<file path="src/rtl/core/reply_frame_parser_core_macros.svh">
// Assertion macros used by the reply frame parser top level.
`ifndef REPLY_FRAME_PARSER_CORE_MACROS_SVH
`define REPLY_FRAME_PARSER_CORE_MACROS_SVH
`ifndef SYNTHESIS
// Checks that the consequent holds in the same cycle as the antecedent.
`define RFP_ASSERT_SAME(label, clk, rst, ante, cons) \
   label: assert property (@(posedge clk) disable iff (rst) (ante) |-> (cons)) \
      else $error("reply frame parser assertion failed");
// Checks that the consequent holds in the cycle after the antecedent.
`define RFP_ASSERT_NEXT(label, clk, rst, ante, cons) \
   label: assert property (@(posedge clk) disable iff (rst) (ante) |=> (cons)) \
      else $error("reply frame parser assertion failed");
`else
`define RFP_ASSERT_SAME(label, clk, rst, ante, cons)
`define RFP_ASSERT_NEXT(label, clk, rst, ante, cons)
`endif
`endif

</file>
<file path="src/rtl/core/rfp_pkg.sv">
// Types and constants of the reply frame parser.
package rfp_pkg;

   localparam logic [7:0] FRAME_PREFIX  = 8'd88;
   localparam logic [7:0] MAX_BODY_BYTE = 8'd8;
   localparam logic [3:0] MAX_BODY      = 4'd8;
   localparam int         BODY_DEPTH    = 8;

   // Parser phase: hunt for the prefix, read the length, take body and checksum.
   typedef enum logic [1:0] {
      PH_HUNT   = 2'd0,
      PH_LENGTH = 2'd1,
      PH_BODY   = 2'd2
   } phase_type;

   // Contents of the input register.
   typedef struct packed {
      logic       valid;
      logic [7:0] rx_byte;
   } byte_slot_type;

   // Parser status seen by the top level.
   typedef struct packed {
      phase_type  phase;
      logic [3:0] body_idx;
      logic [3:0] body_len;
      logic       take;
   } engine_status_type;

   // One result of a completed frame.
   typedef struct packed {
      logic       checksum_ok;
      logic [3:0] body_length;
      logic [7:0] version_byte;
      logic [7:0] completion_code;
      logic [7:0] command_code;
      logic [7:0] payload_a;
      logic [7:0] payload_b;
      logic [7:0] payload_c;
      logic [7:0] payload_d;
      logic [7:0] payload_e;
   } result_type;

endpackage

</file>
<file path="src/rtl/core/rfp_stream_if.sv">
// Request and response channel interfaces of the reply frame parser.
interface rfp_req_if;
   logic       valid;
   logic       ready;
   logic [7:0] rx_byte;

   modport source (output valid, output rx_byte, input ready);
   modport sink (input valid, input rx_byte, output ready);
endinterface

interface rfp_rsp_if;
   logic       valid;
   logic       ready;
   logic       checksum_ok;
   logic [3:0] body_length;
   logic [7:0] version_byte;
   logic [7:0] completion_code;
   logic [7:0] command_code;
   logic [7:0] payload_a;
   logic [7:0] payload_b;
   logic [7:0] payload_c;
   logic [7:0] payload_d;
   logic [7:0] payload_e;

   modport source (
      output valid, output checksum_ok, output body_length, output version_byte,
      output completion_code, output command_code, output payload_a,
      output payload_b, output payload_c, output payload_d, output payload_e,
      input ready
   );
   modport sink (
      input valid, input checksum_ok, input body_length, input version_byte,
      input completion_code, input command_code, input payload_a,
      input payload_b, input payload_c, input payload_d, input payload_e,
      output ready
   );
endinterface

</file>
<file path="src/rtl/core/rfp_in_reg.sv">
// Input register that holds one received byte until the parser takes it.
module rfp_in_reg (
   input  logic                  clock,
   input  logic                  reset,
   input  logic                  req_valid,
   input  logic [7:0]            req_rx_byte,
   output logic                  req_ready,
   input  logic                  take,
   output rfp_pkg::byte_slot_type slot
);
   import rfp_pkg::*;

   logic       valid_ff;
   logic       valid_in;
   logic [7:0] byte_ff;
   logic [7:0] byte_in;
   logic       accept;

   // The register can load whenever it is empty or is being drained.
   assign req_ready = !valid_ff || take;
   assign accept    = req_valid && req_ready;

   always_comb begin
      valid_in = valid_ff;
      byte_in  = byte_ff;
      if (accept) begin
         valid_in = 1'b1;
         byte_in  = req_rx_byte;
      end else if (take) begin
         valid_in = 1'b0;
      end
   end

   always_ff @(posedge clock) begin
      if (reset) begin
         valid_ff <= 1'b0;
      end else begin
         valid_ff <= valid_in;
      end
   end

   always_ff @(posedge clock) begin
      byte_ff <= byte_in;
   end

   assign slot.valid   = valid_ff;
   assign slot.rx_byte = byte_ff;

endmodule

</file>
<file path="src/rtl/core/rfp_engine.sv">
// Frame parser state, body store, running XOR and result register.
module rfp_engine (
   input  logic                      clock,
   input  logic                      reset,
   input  rfp_pkg::byte_slot_type    slot,
   input  logic                      rsp_ready,
   output logic                      rsp_valid,
   output rfp_pkg::result_type       rsp_data,
   output rfp_pkg::engine_status_type status
);
   import rfp_pkg::*;

   phase_type  phase_ff;
   phase_type  phase_in;
   logic [3:0] idx_ff;
   logic [3:0] idx_in;
   logic [3:0] len_ff;
   logic [3:0] len_in;
   logic [7:0] xor_ff;
   logic [7:0] xor_in;
   logic [7:0] store_ff [BODY_DEPTH];
   logic [7:0] store_in [BODY_DEPTH];
   logic       out_valid_ff;
   logic       out_valid_in;
   result_type out_data_ff;
   result_type out_data_in;
   logic       out_free;
   logic       take;
   logic       in_body;
   logic [7:0] rx;

   // A byte is processed only when the result register can take a result.
   assign out_free = !out_valid_ff || rsp_ready;
   assign take     = slot.valid && out_free;
   assign rx       = slot.rx_byte;
   assign in_body  = idx_ff < len_ff;

   // Next phase.
   always_comb begin
      phase_in = phase_ff;
      if (take) begin
         unique case (phase_ff)
            PH_HUNT: begin
               if (rx == FRAME_PREFIX) phase_in = PH_LENGTH;
            end
            PH_LENGTH: begin
               phase_in = (rx > MAX_BODY_BYTE) ? PH_HUNT : PH_BODY;
            end
            PH_BODY: begin
               if (!in_body) phase_in = PH_HUNT;
            end
            default: phase_in = PH_HUNT;
         endcase
      end
   end

   // Length, body index, store, XOR and result.
   always_comb begin
      idx_in       = idx_ff;
      len_in       = len_ff;
      xor_in       = xor_ff;
      store_in     = store_ff;
      out_valid_in = out_free ? 1'b0 : out_valid_ff;
      out_data_in  = out_data_ff;
      if (take) begin
         unique case (phase_ff)
            PH_HUNT: begin
            end
            PH_LENGTH: begin
               if (rx <= MAX_BODY_BYTE) begin
                  len_in = rx[3:0];
                  idx_in = 4'd0;
                  xor_in = 8'd0;
               end
            end
            PH_BODY: begin
               if (in_body) begin
                  store_in[idx_ff[2:0]] = rx;
                  xor_in = xor_ff ^ rx;
                  idx_in = idx_ff + 4'd1;
               end else begin
                  // Checksum byte: compare and report the whole store.
                  out_valid_in                = 1'b1;
                  out_data_in.checksum_ok     = (xor_ff == rx);
                  out_data_in.body_length     = len_ff;
                  out_data_in.version_byte    = store_ff[0];
                  out_data_in.completion_code = store_ff[1];
                  out_data_in.command_code    = store_ff[2];
                  out_data_in.payload_a       = store_ff[3];
                  out_data_in.payload_b       = store_ff[4];
                  out_data_in.payload_c       = store_ff[5];
                  out_data_in.payload_d       = store_ff[6];
                  out_data_in.payload_e       = store_ff[7];
                  xor_in                      = 8'd0;
               end
            end
            default: begin
            end
         endcase
      end
   end

   always_ff @(posedge clock) begin
      if (reset) begin
         phase_ff     <= PH_HUNT;
         idx_ff       <= 4'd0;
         len_ff       <= 4'd0;
         xor_ff       <= 8'd0;
         out_valid_ff <= 1'b0;
         for (int i = 0; i < BODY_DEPTH; i++) begin
            store_ff[i] <= 8'd0;
         end
      end else begin
         phase_ff     <= phase_in;
         idx_ff       <= idx_in;
         len_ff       <= len_in;
         xor_ff       <= xor_in;
         out_valid_ff <= out_valid_in;
         store_ff     <= store_in;
      end
   end

   always_ff @(posedge clock) begin
      out_data_ff <= out_data_in;
   end

   assign rsp_valid       = out_valid_ff;
   assign rsp_data        = out_data_ff;
   assign status.phase    = phase_ff;
   assign status.body_idx = idx_ff;
   assign status.body_len = len_ff;
   assign status.take     = take;

endmodule

</file>
<file path="src/rtl/core/reply_frame_parser_core.sv">
// Top level of the reply frame parser: input register, parser and result register.
//
// The request channel carries one received serial byte per request. The
// parser hunts for the prefix byte 88, reads a length byte (0 to 8; any
// larger value returns it to the hunt), stores that many body bytes and then
// compares the XOR of the body with the following checksum byte. The
// checksum byte produces one response carrying the check flag, the body
// length and all eight body store bytes; positions the frame did not write
// keep their earlier values. All other bytes produce no response.
// The checksum byte waits in the input register and is then parsed into the
// result register, which drives the response.
// Throughput: one request per cycle while responses are taken; the parser
// state updates once per byte. Reset clears the parser phase, length,
// running XOR, the body store and the valid flags of both registers. When
// the response receiver stalls, the pending response is held and the parser
// takes no byte at all, so the input register fills and request ready drops
// until the response is taken.
`include "reply_frame_parser_core_macros.svh"
module reply_frame_parser_core (
   input logic  clock,
   input logic  reset,
   rfp_req_if.sink   req_chan,
   rfp_rsp_if.source rsp_chan
);
   import rfp_pkg::*;

   byte_slot_type     slot;
   engine_status_type status;
   result_type        rsp_data;
   logic              rsp_valid;

   // Input register.
   rfp_in_reg u_in_reg (
      .clock       (clock),
      .reset       (reset),
      .req_valid   (req_chan.valid),
      .req_rx_byte (req_chan.rx_byte),
      .req_ready   (req_chan.ready),
      .take        (status.take),
      .slot        (slot)
   );

   // Parser and result register.
   rfp_engine u_engine (
      .clock     (clock),
      .reset     (reset),
      .slot      (slot),
      .rsp_ready (rsp_chan.ready),
      .rsp_valid (rsp_valid),
      .rsp_data  (rsp_data),
      .status    (status)
   );

   // Response channel outputs.
   assign rsp_chan.valid           = rsp_valid;
   assign rsp_chan.checksum_ok     = rsp_data.checksum_ok;
   assign rsp_chan.body_length     = rsp_data.body_length;
   assign rsp_chan.version_byte    = rsp_data.version_byte;
   assign rsp_chan.completion_code = rsp_data.completion_code;
   assign rsp_chan.command_code    = rsp_data.command_code;
   assign rsp_chan.payload_a       = rsp_data.payload_a;
   assign rsp_chan.payload_b       = rsp_data.payload_b;
   assign rsp_chan.payload_c       = rsp_data.payload_c;
   assign rsp_chan.payload_d       = rsp_data.payload_d;
   assign rsp_chan.payload_e       = rsp_data.payload_e;

   // The stored length never exceeds the body store, nor the index the length.
   `RFP_ASSERT_SAME(a_len_bound, clock, reset, 1'b1, status.body_len <= MAX_BODY)
   `RFP_ASSERT_SAME(a_idx_bound, clock, reset, 1'b1, status.body_idx <= status.body_len)
   // A byte taken while no new request arrives empties the input register.
   `RFP_ASSERT_NEXT(a_drain, clock, reset,
      status.take && !req_chan.valid, !slot.valid)
   // A new response only follows a body-phase byte whose index reached the length.
   `RFP_ASSERT_NEXT(a_rsp_source, clock, reset,
      status.take && !(status.phase == PH_BODY && status.body_idx == status.body_len),
      !rsp_chan.valid || $past(rsp_chan.valid) && !$past(rsp_chan.ready))

endmodule

</file>
<file path="src/flat_wrapper.sv">
// flat-port wrapper written by rule: the top's interface ports become plain ports
module reply_frame_parser_core_flat import rfp_pkg::*;
  (clock, reset, req_chan_valid, req_chan_rx_byte, req_chan_ready, rsp_chan_valid, rsp_chan_checksum_ok, rsp_chan_body_length, rsp_chan_version_byte, rsp_chan_completion_code, rsp_chan_command_code, rsp_chan_payload_a, rsp_chan_payload_b, rsp_chan_payload_c, rsp_chan_payload_d, rsp_chan_payload_e, rsp_chan_ready);
  rfp_req_if req_chan_i ();
  rfp_rsp_if rsp_chan_i ();
  input logic clock;
  input logic reset;
  input wire logic [$bits(req_chan_i.valid)-1:0] req_chan_valid;
  input wire logic [$bits(req_chan_i.rx_byte)-1:0] req_chan_rx_byte;
  output wire logic [$bits(req_chan_i.ready)-1:0] req_chan_ready;
  output wire logic [$bits(rsp_chan_i.valid)-1:0] rsp_chan_valid;
  output wire logic [$bits(rsp_chan_i.checksum_ok)-1:0] rsp_chan_checksum_ok;
  output wire logic [$bits(rsp_chan_i.body_length)-1:0] rsp_chan_body_length;
  output wire logic [$bits(rsp_chan_i.version_byte)-1:0] rsp_chan_version_byte;
  output wire logic [$bits(rsp_chan_i.completion_code)-1:0] rsp_chan_completion_code;
  output wire logic [$bits(rsp_chan_i.command_code)-1:0] rsp_chan_command_code;
  output wire logic [$bits(rsp_chan_i.payload_a)-1:0] rsp_chan_payload_a;
  output wire logic [$bits(rsp_chan_i.payload_b)-1:0] rsp_chan_payload_b;
  output wire logic [$bits(rsp_chan_i.payload_c)-1:0] rsp_chan_payload_c;
  output wire logic [$bits(rsp_chan_i.payload_d)-1:0] rsp_chan_payload_d;
  output wire logic [$bits(rsp_chan_i.payload_e)-1:0] rsp_chan_payload_e;
  input wire logic [$bits(rsp_chan_i.ready)-1:0] rsp_chan_ready;
  assign req_chan_i.valid = req_chan_valid;
  assign req_chan_i.rx_byte = req_chan_rx_byte;
  assign req_chan_ready = req_chan_i.ready;
  assign rsp_chan_valid = rsp_chan_i.valid;
  assign rsp_chan_checksum_ok = rsp_chan_i.checksum_ok;
  assign rsp_chan_body_length = rsp_chan_i.body_length;
  assign rsp_chan_version_byte = rsp_chan_i.version_byte;
  assign rsp_chan_completion_code = rsp_chan_i.completion_code;
  assign rsp_chan_command_code = rsp_chan_i.command_code;
  assign rsp_chan_payload_a = rsp_chan_i.payload_a;
  assign rsp_chan_payload_b = rsp_chan_i.payload_b;
  assign rsp_chan_payload_c = rsp_chan_i.payload_c;
  assign rsp_chan_payload_d = rsp_chan_i.payload_d;
  assign rsp_chan_payload_e = rsp_chan_i.payload_e;
  assign rsp_chan_i.ready = rsp_chan_ready;
  reply_frame_parser_core u_core (.clock(clock), .reset(reset), .req_chan(req_chan_i), .rsp_chan(rsp_chan_i));
endmodule
</file>
<file path="config.mk">
export PLATFORM = sky130hd
export DESIGN_NAME = reply_frame_parser_core_flat
export DESIGN_NICKNAME = d
export VERILOG_FILES = /design/src/rtl/core/rfp_pkg.sv /design/src/rtl/core/rfp_stream_if.sv /design/src/rtl/core/rfp_in_reg.sv /design/src/rtl/core/rfp_engine.sv /design/src/rtl/core/reply_frame_parser_core.sv /design/src/flat_wrapper.sv
export VERILOG_INCLUDE_DIRS = /design/src /design/src/rtl/core
export SDC_FILE = /design/constraint.sdc
export NUM_CORES = 1
export LEC_CHECK = 0
export BUFFER_PORTS_ARGS = -buffer_cell sky130_fd_sc_hd__buf_2
export CORE_MARGIN = 2
export CORE_UTILIZATION = 56
export CTS_BUF_LIST = sky130_fd_sc_hd__clkbuf_4 sky130_fd_sc_hd__clkbuf_8 sky130_fd_sc_hd__clkbuf_16
export DETAILED_ROUTE_END_ITERATION = 10
export PLACE_DENSITY = 0.78
export SLEW_MARGIN = 30
export SYNTH_ARGS = -nofsm -noshare
export SYNTH_HDL_FRONTEND = slang
export SYNTH_SLANG_ARGS = --single-unit
</file>
<file path="constraint.sdc">
create_clock -name clock -period 5.75 [get_ports clock]
set_input_delay 0.575 -clock clock [delete_from_list [all_inputs] [get_ports clock]]
set_output_delay 0.575 -clock clock [all_outputs]
set_load 0.05 [all_outputs]
</file>
==> metrics.md <==
| Metric | Value |
|---|---|
| Chip width | 106 um |
| Final critical-path required period | 2720 ps |
| Max cap viols | 0 |
| Worst-case hold slack | 217 ps |
| WHS Path Cells | 1 |
| Max Freq | 0.368 GHz |
| Critical path capture point type | register |
| Total Nets Final | 522 |
| DRC viols | 0 |
| Largest stage delay on the critical path | 730 ps |
| Result of the run | complete, no violations |
| Unrepaired setup endpoints after global routing | false |
| Total number of vias | 3448 |
| Fraction of the yosys area taken by sequential cells | 0.690 |
| Total of buffers placed on input and output ports | 82 |
| Arrival time worst endpoint | 2910 ps |
| Proportion of power drawn by the clock network | 0.462 |
| CTS H-tree lvls | 4 |
| Num CTS Buffers | 17 |
| Seq pwr share | 0.527 |
| Antenna fix cells | 0 |
| Distinct cell type count after synthesis | 42 |
| Antenna violations before repair | 0 |
| Worst R2R Path Depth | 5 |
| Setup Fix Bufs, Post-CTS | 0 |
| Total net switching power | 0.488 mW |
| CTS Buffer Depth | 2 |
| CP cell instances | nor2b_2 > nand3_1 > nor2_4 > buf_16 > buf_4 |
| Leakage power summed over all cells | 2.72 nW |
| Kind of cell with the highest combined delay on the critical path | simple AND/OR/NAND/NOR gates |
| Initial standard-cell utilization of the core | 0.568 |
| Depth of the critical timing path with buffers and inverters included | 5 |
| Critical path class | register to register |
| Count of flip-flops with a built-in enable after synthesis | 77 |
| Part of the total power dissipated in combinational logic | 0.010 |
| Row Count | 37 |
| Die area | 0.0112 mm^2 |
| Synth Cell Area | 0.00579 mm^2 |
| First-pass GRT wire length | 17.0 mm |
| Pin count of the biggest net entering global routing | 87 |
| Number of nets produced by synthesis | 442 |
| Type of the tightest min-delay check | input pin to register |
| Number of warnings printed during yosys synthesis | 0 |
| Switching power as a share of total power | 0.211 |
| Biggest fanout along the worst timing path | 27 |
| Final-layout fill cell count | 732 |
| Worst slew margin | 0.423 |
| Critical Path Start Type | register |
| Later-pin clock latency in the skew report | 530 ps |
| Clock skew after layout | 6.44 ps |
| Power density cells | 336 mW/mm^2 |
| Chip height | 106 um |
| Core Region | 0.0102 mm^2 |
| CTS tree | done |
| Total congestion overflow after global routing | 0 |
| ANT nets after route | 0 |
| Internal power of the cells | 1.83 mW |
| Detailed Route WL | 10.7 mm |
| GP Congestion | 0.782 |
| Peak ir drop on the vdd network | 0.215 mV |
| Number of hold-slack violations in the final timing report | 0 |
| IO Count | 83 |
| Detailed-route vias per instance | 5.26 |
| Violation count after the first detailed-routing iteration | 180 |
| Required time reported for the critical path endpoint | 5940 ps |
| Fraction of the cycle the final worst path needs | 0.472 |
| Layout overhead on the synthesized area | 19.1% |
| CTS hold repair buffers | 0 |
| Number of instances in the synthesized netlist | 426 |
| Final-report max-slew violation count | 0 |
| Mean instance size in the synthesized netlist | 13.6 um^2 |
| Clock Sink Count | 161 |
| Half-perimeter wire length of the detailed placement result | 6.71 mm |
| Number of storage elements in the synthesis netlist | 161 |
| DR pass1 iterations | 4 |
| Max stage delay cell, worst path | nor2_4 |
| Fraction of layout cells with a size suffix above 1 | 0.250 |
| Overall global routing resource usage | 0.203 |
| Pin slew with the least headroom to its limit | 866 ps |
| Final-layout setup total negative slack | 0 ps |
| PostCTS Resize Cnt | 0 |
| Post-detailed-route wirelength per cell | 16.4 um |
| Vias in the first global route | 3408 |
| Final setup viols | 0 |
| Clock slew seen by the registers of the worst setup and hold paths | 60 ps |
| CTS root buf | clkbuf_8 |
| Proportion of synthesized flip-flops having asynchronous set or reset | 0 |
| Number of buffers and inverters on the critical path | 2 |
| Main flop type after synthesis | dfxtp_1 |
[per-stage QoR]
step | instances | util | instance area (um^2) | total power, mW | setup WS [ps]
6_report | 655 | 0.677 | 6890 | 2.32 | 3030
5_1_grt | 655 | 0.677 | 6890 | 2.39 | 2850
4_1_cts | 655 | 0.677 | 6890 | 2.33 | 3030
3_5_place_dp | 623 | 0.621 | 6320 | 1.27 | 2750
3_3_place_gp | 622 | 0.618 | 6290 | 1.27 | 2570
2_1_floorplan | 426 | - | 5790 | 1.25 | 1330
[power by group through the flow]
stage               Combinational, mW  Sequential (mW)  Clock (mW)
CTS                            0.0236             1.22        1.09
global placement               0.0227             1.25           0
global route                   0.0257             1.22        1.14
detailed placement             0.0235             1.25           0
floorplan                      0.0269             1.23           0
finish                         0.0236             1.22        1.07
[area by class of cell]
class | instances | area, um^2 | area share
inverter | 6 | 22.5 | 0.00327
clock buffer | 17 | 414 | 0.0601
timing repair buffer | 86 | 460 | 0.0668
clock inverter | 15 | 159 | 0.0230
multi-input combinational | 234 | 1670 | 0.243
tap | 136 | 170 | 0.0247
sequential | 161 | 3990 | 0.579
[layer usage]
metal	up-vias	track usage	routed length [um]
li1	1678	-	-
met1	1630	0.242	4480
met2	119	0.341	5480
met3	21	0.0569	584
met4	0	0.0968	195
met5	-	0	0
[cells in the final DEF, fill, tap and decap left out, drive strengths merged, types with 2 or more instances in the layout]
master and n:
nand4 2, dfxtp 84, nor2 76, nand2b 3, or4 3, clkbuf 17, edfxtp 77, nand2 8
nor3 4, bufinv 2, clkinvlp 5, inv 10, ha 4, nor4 5, mux2i 67, a21oi 15
a211oi 9, xnor2 8, nor2b 2, buf 86, nand3 2, o21ai 3, a21o 9, clkinv 4
[synth_stat cells (3+ instances only)]
library cell | count | area [um^2]
a21o_1 | 9 | 67.6
inv_1 | 6 | 22.5
mux2i_1 | 67 | 671
a211oi_1 | 9 | 67.6
dfxtp_1 | 84 | 1680
ha_1 | 4 | 50.1
buf_2 | 5 | 25.0
xnor2_1 | 8 | 70.1
nand2b_1 | 3 | 18.8
nor3_1 | 4 | 20.0
nor4_4 | 4 | 85.1
a21oi_1 | 14 | 70.1
clkbuf_1 | 16 | 60.1
edfxtp_1 | 77 | 2310
or4_1 | 3 | 22.5
nor2_1 | 76 | 285
nand2_1 | 8 | 30.0
[sequential cells by signal, indices dropped and copies added, names as in the netlist, 2 cells and up]
name	cells
u_core.u_engine.xor_ff	8
u_core.u_engine.idx_ff	4
u_core.u_engine.phase_ff	2
u_core.u_engine.store_ff	64
u_core.u_engine.rsp_data	69
u_core.u_engine.len_ff	4
u_core.u_in_reg.byte_ff	8
[path summary, 6_finish.rpt]
path,start,endpoint,slack [ps]
max,u_core.u_engine.phase_ff[1],u_core.u_engine.rsp_data[37],3030
min,req_chan_rx_byte[7],u_core.u_in_reg.byte_ff[7],220
max reg2reg,u_core.u_engine.phase_ff[1],u_core.u_engine.rsp_data[37],3030
min reg2reg,u_core.u_engine.store_ff[43],u_core.u_engine.rsp_data[43],430
[cell families (layout without fill, tap and decap cells)]
kind of cell / Yosys count / after routing / synth area share
adder cells (fa/ha/maj): 4 / 4 / 0.00865
XOR/XNOR: 8 / 8 / 0.0121
multiplexers: 67 / 67 / 0.116
flip-flops: 161 / 161 / 0.690
buffers and inverters: 31 / 124 / 0.0231
AO/OA/AOI/OAI: 43 / 43 / 0.0525
AND/OR/NAND/NOR: 112 / 112 / 0.0977
No activity file was read; power rests on OpenSTA's default activity.
